<file path="config.mk">
export PLATFORM = sky130hd
export DESIGN_NAME = bml_clear_seq
export DESIGN_NICKNAME = d
export VERILOG_FILES = /design/src/rtl/bml_clear_seq.sv
export SDC_FILE = /design/constraint.sdc
export NUM_CORES = 1
export LEC_CHECK = 0
export BUFFER_PORTS_ARGS = -buffer_cell sky130_fd_sc_hd__buf_2
export CORE_AREA = 3 3 40 42
export CTS_BUF_LIST = sky130_fd_sc_hd__clkbuf_8
export DETAILED_ROUTE_END_ITERATION = 6
export DIE_AREA = 0 0 43 45
export PLACE_DENSITY = 0.66
export SETUP_SLACK_MARGIN = 0.15
export SLEW_MARGIN = 20
export SYNTH_ARGS = -nofsm -noshare
export SYNTH_HDL_FRONTEND = slang
export SYNTH_SLANG_ARGS = --single-unit
</file>
<file path="constraint.sdc">
create_clock -name clk_i -period 1.4 [get_ports clk_i]
set_input_delay 0.35 -clock clk_i [delete_from_list [all_inputs] [get_ports clk_i]]
set_output_delay 0.35 -clock clk_i [all_outputs]
set_load 0.05 [all_outputs]
</file>
<file path="src/rtl/bml_clear_seq.sv">
// Post-reset sweep that writes every table entry to the invalid state.
`default_nettype none

module bml_clear_seq #(
  parameter int unsigned ADDR_W = 12
) (
  input  wire logic              clk_i,
  input  wire logic              rst_ni,
  output logic                   busy_o,
  output logic      [ADDR_W-1:0] addr_o
);

  logic              busy_q, busy_d;
  logic [ADDR_W-1:0] addr_q, addr_d;

  always_comb begin
    busy_d = busy_q;
    addr_d = addr_q;
    if (busy_q) begin
      addr_d = addr_q + ADDR_W'(1);
      if (addr_q == '1) begin
        busy_d = 1'b0;
      end
    end
  end

  always_ff @(posedge clk_i or negedge rst_ni) begin
    if (!rst_ni) begin
      busy_q <= 1'b1;
      addr_q <= '0;
    end else begin
      busy_q <= busy_d;
      addr_q <= addr_d;
    end
  end

  assign busy_o = busy_q;
  assign addr_o = addr_q;

endmodule : bml_clear_seq

`default_nettype wire

</file>
==> results of run 1 <==
==> area by class of cell <==
cell class / instances / area (um^2) / area share, %
tap: 15 / 18.8 / 2.12
clock inverter: 1 / 3.75 / 0.424
sequential: 13 / 340 / 38.5
multi-input combinational: 32 / 267 / 30.1
timing repair buffer: 23 / 206 / 23.3
clock buffer: 3 / 41.3 / 4.67
inverter: 2 / 7.51 / 0.849
==> cell usage in the layout (no fill, tap or decap), types with 3 or more instances in the layout <==
master	count
sky130_fd_sc_hd__dfrtp_2	11
sky130_fd_sc_hd__xor2_1	7
sky130_fd_sc_hd__buf_6	5
sky130_fd_sc_hd__xnor2_1	4
sky130_fd_sc_hd__nor3_2	3
sky130_fd_sc_hd__buf_4	13
sky130_fd_sc_hd__nand3_1	3
sky130_fd_sc_hd__inv_1	3
sky130_fd_sc_hd__nand2_1	5
sky130_fd_sc_hd__clkbuf_8	3
==> worst paths after layout <==
path                                  from         end  slack (ns)  cells past startpoint
worst max-delay path                busy_o      busy_o        0.07                      1
worst min-delay path            addr_o[10]  addr_o[10]        0.48                      1
worst max register to register      busy_o   addr_o[9]        0.15                      3
worst min register to register  addr_o[10]  addr_o[10]        0.48                      1
max in group asynchronous           rst_ni      busy_o        0.61                      2
min in group asynchronous           rst_ni  addr_o[11]        0.52                      2
==> kinds of logic (layout without fill, tap and decap cells) <==
family / count (synthesis) / count (layout) / synth area share, %
AND/OR/NAND/NOR: 18 / 18 / 19.7
flip-flops: 13 / 13 / 55.8
XOR/XNOR: 11 / 11 / 16.5
buffers and inverters: 3 / 29 / 2.14
adder cells (fa/ha/maj): 1 / 1 / 2.14
AO/OA/AOI/OAI: 1 / 1 / 1.92
multiplexers: 1 / 1 / 1.92
==> sequential cells by signal (all words and copies together) (netlist names) <==
name and flops:
addr_o 12, busy_o 1
==> layer usage <==
metal	track usage, %	up-vias	wire [um]
met2	20.4	19	522
met4	12.0	0	32
li1	-	213	-
met5	0	-	0
met3	3.98	3	74
met1	17.9	212	536
==> Yosys cell counts <==
cell type and n:
sky130_fd_sc_hd__dfstp_2 1, sky130_fd_sc_hd__buf_2 1, sky130_fd_sc_hd__o41a_1 1, sky130_fd_sc_hd__mux2_2 1, sky130_fd_sc_hd__inv_1 2, sky130_fd_sc_hd__nor4_2 2
sky130_fd_sc_hd__xnor2_1 4, sky130_fd_sc_hd__nor3_1 3, sky130_fd_sc_hd__xor2_1 7, sky130_fd_sc_hd__nor2_1 2, sky130_fd_sc_hd__nand2_1 5, sky130_fd_sc_hd__nand3_1 3
sky130_fd_sc_hd__nand4_1 2, sky130_fd_sc_hd__dfrtp_1 12, sky130_fd_sc_hd__nand4_4 1, sky130_fd_sc_hd__ha_1 1
==> where the power goes <==
group	internal, uW	switching [uW]	leakage [uW]
logic	2.84	7.07	0.000238
registers	376	0	0.000160
clock network	194	133	0.0000269
total	573	140	0.000425
==> metrics by stage <==
step           total power, uW  worst slack, ns
4_1_cts                    718           0.0751
5_1_grt                    740           0.0407
3_3_place_gp               391            0.119
6_report                   713           0.0741
2_1_floorplan              383          -0.0134
3_5_place_dp               391            0.112
==> timing repair <==
item                                    in CTS  in global routing
setup buffers                                3                  5
pin swaps                                    2                  1
endpoints found under the setup margin      15                 15
resized for setup                           14                 13
hold buffers                                 1                  0
hold endpoints to repair                    12                  0
==> results.txt, run 1 <==
- Outcome: complete, no violations
- Among cell families on the critical path, the largest total delay comes from flip-flops.
- The initial antenna violation count is 0.
* Register area share after synthesis: 55.8%
* Via/cell ratio: 5.02
- With fillers left out, the area of the finished cells amounts to roughly 880 um^2.
- Max-slew headroom: between 80% and 90%
- In this run the worst path has a maximum fanout of 5.
- After detailed routing, the number of remaining DRC violations is 0.
* Final worst-path cycle share: 94.7%
* Leakage Power: 0.000425 uW
- Power density over cell area: 806 mW/mm^2
- Dividing the synthesized area by the synthesized cell count gives 12.2 um^2.
- Counting the fill cells in the layout gives 105.
- Highest ir drop seen on vdd: 0.473 mV
* Final Util: 68.8%
* Final Net Count: 78
* Syn Inst Count: 48
- The number of clock buffers added by TritonCTS is 3.
- Maximum number of pins on one net before global-route repair: 14
* Unrepaired setup endpoints after global routing: true
- Clock buffer depth: 2
* Num ports: 15
* Post-route ant nets: 0
* Sinks on the clock net: 13
* Buffer and inverter count on the worst path: 1
* Routability congestion estimate from global placement: 0.723
- Clock-pin slew reported for the worst setup and hold paths after clock tree synthesis: ~0.050 ns
- Across the run, the number of max-cap violations was 0.
- Overall routed net length: about 1200 um
* Syn_nets: 51
- Data arrival at the endpoint of the critical path: 0.98 ns
* Total global routing overflow: 0
- Synth top area cells: sky130_fd_sc_hd__dfrtp_1 (51%), sky130_fd_sc_hd__xor2_1 (10%), sky130_fd_sc_hd__xnor2_1 (6.0%)
- Kind of end point of the critical path: output pin
* Hold Crit Class: register to register
- Summed over all failing endpoints, the final setup total negative slack is 0 ns.
- In this run the biggest area consumer among cell types represents 51.3% of the synthesized area.
- Data required, critical path: 1.05 ns
- Clock latency on the worst-skew pair, taken at its later pin, is 0.24 ns.
- Setup violations remaining at the end of the flow were counted as 0.
- Pins Over Slew Limit: 0
- Worst Path Class, Setup: register to output pin
* Area growth syn-to-layout: 51.1%
* Die Footprint: around 0.0019 mm^2
- CTS placed an instance of sky130_fd_sc_hd__clkbuf_8 at the clock tree root.
- After synthesis the netlist holds a flip-flop and latch count of 13.
- Post-route non-filler standard cell count: 89
* First-pass GRT wire length: 1950 um
* Average routed wire per standard cell: 13.1 um
- Syn. warnings: 0
- The synthesized netlist occupies a cell area of ~590 um^2.
* Slew @ Worst Pin: 0.283 ns
* Fraction of layout cells with a size suffix above 1: 62.2%
- Global routing consumed, over all layers together, 14.3% of the routing resources.
* Port-buffer cells: 14
- Post-route minimum period: 1.33 ns
- TritonCTS clock tree: done
* Cells along the critical path: buf_8
- Starting density of the core: 45.6%
* Type of origin of the critical path: register
- Routed via count: approximately 450
* Half-perimeter wire length of the detailed placement result: 777 um
* Drt first-iter violations: 14
- The number of endpoints with negative hold slack in the final report is 0.
* Site row count: 13
* Number of global-route vias before repair: approximately 430
* Skew final: 0.000539 ns
- Achievable clock frequency: 0.754 GHz
- The synthesized design spends more area on one cell type than any other, namely sky130_fd_sc_hd__dfrtp_1.
- In this run the vertical extent of the chip is 45 um.
* H-tree depth reported by CTS: 1
* Number of diodes: 0
* Inst Count DP: 76
* CP max stage delay: around 0.58 ns
- Cell with the biggest individual delay on the critical path: sky130_fd_sc_hd__dfstp_2
* Final worst hold slack: 0.480 ns
* Iteration count of the initial detailed-routing pass: 4
- Measured along the x axis, the die boundary spans about 43 um.
- Once placement finished, the instance area stood at 688 um^2.
- After floorplanning, the core was sized to cover about 0.0013 mm^2.
- Synth cell types: 16
Power figures use the tool's default switching activity.
==> inputs of run 2 (changes only) <==
--- a/config.mk
+++ b/config.mk
@@ -11,6 +11,7 @@
 export DETAILED_ROUTE_END_ITERATION = 6
 export DIE_AREA = 0 0 43 45
 export PLACE_DENSITY = 0.66
+export REMOVE_ABC_BUFFERS = 1
 export SETUP_SLACK_MARGIN = 0.15
 export SLEW_MARGIN = 20
 export SYNTH_ARGS = -nofsm -noshare
==> run 2 against run 1 <==
Die area unchanged. Utilization unchanged. Highest routed layer unchanged. Largest power group unchanged. Clock power barely moved.
==> results.txt, run 2 (synthesized netlist as in run 1, its figures left out) <==
* Maximum number of pins on one net before global-route repair: 14 (unchanged)
- Setup repair after global routing could not meet its margin everywhere.
- The total number of nets in the final design came to 76 (-2.6%).
* Drt first-iter violations: 5 (-9)
* Iteration count of the initial detailed-routing pass: 4 (unchanged)
- TritonCTS clock tree: done
* Category of cells accounting for the largest share of critical-path delay: flip-flops
- Post-route ant nets: 0 (unchanged)
- Kind of end point of the critical path: output pin
- Worst Path Class, Setup: register to output pin
- Placed cell areas: 669 um^2 (-2.7%)
* Final worst hold slack: 0.501 ns (+0.0208 ns)
* Average routed wire per standard cell: 16.0 um (+22%)
* Routed via count: 458 (+2.5%)
- The clock transition at the registers of the reported paths is 0.06 ns (about the same).
* Final Setup Violations: 0 (unchanged)
* Achievable clock frequency: 0.736 GHz (-2.4%)
- Area growth syn-to-layout: 51.1% (unchanged)
- Half-perimeter wire length of the detailed placement result: 736 um (-5.3%)
- Slew @ Worst Pin: 0.294 ns (+0.0103 ns)
* Type of origin of the critical path: register
* Total global routing overflow: 0 (unchanged)
* Die Footprint: 0.00194 mm^2 (unchanged)
- Outcome: complete, no violations
- Number of diodes: 0 (unchanged)
- Data required, critical path: 1.05 ns (about the same)
- Post-route setup TNS: 0 ns (unchanged)
* Data arrival at the endpoint of the critical path: 1.01 ns (+0.03 ns)
- Most frequent standard cell in the layout excluding fill and tap cells: sky130_fd_sc_hd__buf_4
- Starting density of the core: 45.6% (unchanged)
- The number of filler instances in the final layout came to 93 (-11%).
* Commonest non-fill, non-tap cells in the layout: sky130_fd_sc_hd__buf_4 (11), sky130_fd_sc_hd__dfrtp_1 (8), sky130_fd_sc_hd__xor2_1 (7)
- The floorplan die width was 43 um (unchanged).
- Design area: 885 um^2 (unchanged)
* Clock buffer depth: 2 (unchanged)
- The number of placement rows was 13 (unchanged).
* Post-route minimum period: 1.36 ns (+0.0328 ns)
- The headroom to the max-slew limit is 80.4% (-0.68 points).
* First-pass GRT wire length: 1940 um (-0.72%)
* Cell with the biggest individual delay on the critical path: sky130_fd_sc_hd__dfstp_2
* Clock Latency Late Sink: 0.24 ns (about the same)
* Clock root buffer: sky130_fd_sc_hd__clkbuf_8
* Buffer and inverter count on the worst path: 1 (unchanged)
* Power density over cell area: 810 mW/mm^2 (+0.49%)
- Fraction of layout cells with a size suffix above 1: 55.6% (-6.6 points)
* Hold Crit Class: register to register
- Largest register FFs: 12 (unchanged)
- The wire length reported by the detailed router is 1390 um (+19%).
- The number of buffer cells added on primary ports was 14 (unchanged).
- The number of H-tree levels came to 1 (unchanged).
* Number of global-route vias before repair: 423 (-2.1%)
- Pins Over Slew Limit: 0 (unchanged)
* Max Cap Violations: 0 (unchanged)
- Via/cell ratio: 5.26 (+4.8%)
- Number of clock buffers inserted by TritonCTS: 3 (unchanged)
- Highest ir drop seen on vdd: 0.639 mV (+35%)
- The clock skew was 0.00136 ns (+0.000816 ns).
* Core region area: 0.00128 mm^2 (unchanged)
- The total clock sinks was 13 (unchanged).
- Num ports: 15 (unchanged)
- Inst Count DP: 76 (unchanged)
- Total DRC errors in the routed layout: 0 (unchanged)
- Routability congestion estimate from global placement: 0.705 (-2.4%)
* All-Layer GR Usage: 14.2% (-0.12 points)
- The fraction of the cycle the final worst path needs came to 97.0% (+2.3 points).
* CP max stage delay: 0.60 ns (+0.02 ns)
- The initial antenna violation count came to 0 (unchanged).
* Post-route non-filler standard cell count: 87 (-2.2%)
- Cells along the critical path: buf_8
- Largest fanout of any net on the critical path: 5 (unchanged)
- The vertical die dimension was 45 um (unchanged).
- Leakage Power: 0.000450 uW (+6.0%)
- Hold violation total from the final report: 0 (unchanged)
-- run 2: cell count changes in the layout (fill, tap and decap cells not counted) --
cell / delta
sky130_fd_sc_hd__dfrtp_1: +7
sky130_fd_sc_hd__nand3_4: +1
sky130_fd_sc_hd__buf_8: -1
sky130_fd_sc_hd__nand3_1: -1
sky130_fd_sc_hd__nor4_4: +1
sky130_fd_sc_hd__nor4_2: -1
sky130_fd_sc_hd__buf_4: -2
sky130_fd_sc_hd__xnor2_1: -1
sky130_fd_sc_hd__nand2_1: -1
sky130_fd_sc_hd__nand2_2: +1
sky130_fd_sc_hd__dfrtp_2: -7
sky130_fd_sc_hd__xnor2_2: +1
sky130_fd_sc_hd__clkbuf_4: +1
-- run 2: final cells by class --
type	instances	area (um^2)	share of cell area, %
Clock buffer	3	41.3	4.67
Sequential cell	13	332	37.5
Tap cell	15	18.8	2.12
Multi-Input combinational cell	32	298	33.7
Inverter	2	7.51	0.849
Clock inverter	1	3.75	0.424
Timing Repair Buffer	21	184	20.8
-- run 2: path summary, 6_finish.rpt --
| kind | from | depth (start not counted) | slack, ns | to |
|---|---|---|---|---|
| worst min register to register | addr_o[10] | 1 | 0.50 | addr_o[10] |
| min in group asynchronous | rst_ni | 2 | 0.52 | addr_o[5] |
| worst min-delay path | addr_o[10] | 1 | 0.50 | addr_o[10] |
| worst max-delay path | busy_o | 1 | 0.04 | busy_o |
| max in group asynchronous | rst_ni | 2 | 0.60 | busy_o |
| worst max register to register | addr_o[0] | 4 | 0.08 | addr_o[4] |
-- run 2: layer usage --
layer	share of wire, %	track usage (%)
met5	0	0
met4	2.6	7.23
met3	6.6	5.58
met2	52	23.1
met1	39	16.3
-- run 2: repair_timing --
action	4_1_cts	5_1_grt
endpoints found under the hold margin	12	0
pin swaps	2	4
buffers inserted	5	1
gates resized for setup	17	18
endpoints found under the setup margin	17	17
hold buffers	1	0
-- run 2: report_power, final --
group	leakage (uW)	total, uW	internal, uW	switching (uW)
sequential	0.000171	376	376	0
clock	0.0000269	330	194	136
combinational	0.000252	10.2	2.84	7.33
total	0.000450	716	573	144
-- run 2: stage by stage --
step	utilization, %	total power [uW]	setup WS [ns]
3_3_place_gp	52.1	391	0.0608
6_report	68.8	716	0.0413
3_5_place_dp	52.1	391	0.0713
2_1_floorplan	-	383	-0.154
5_1_grt	68.8	738	-0.0216
4_1_cts	63.1	716	0.0779
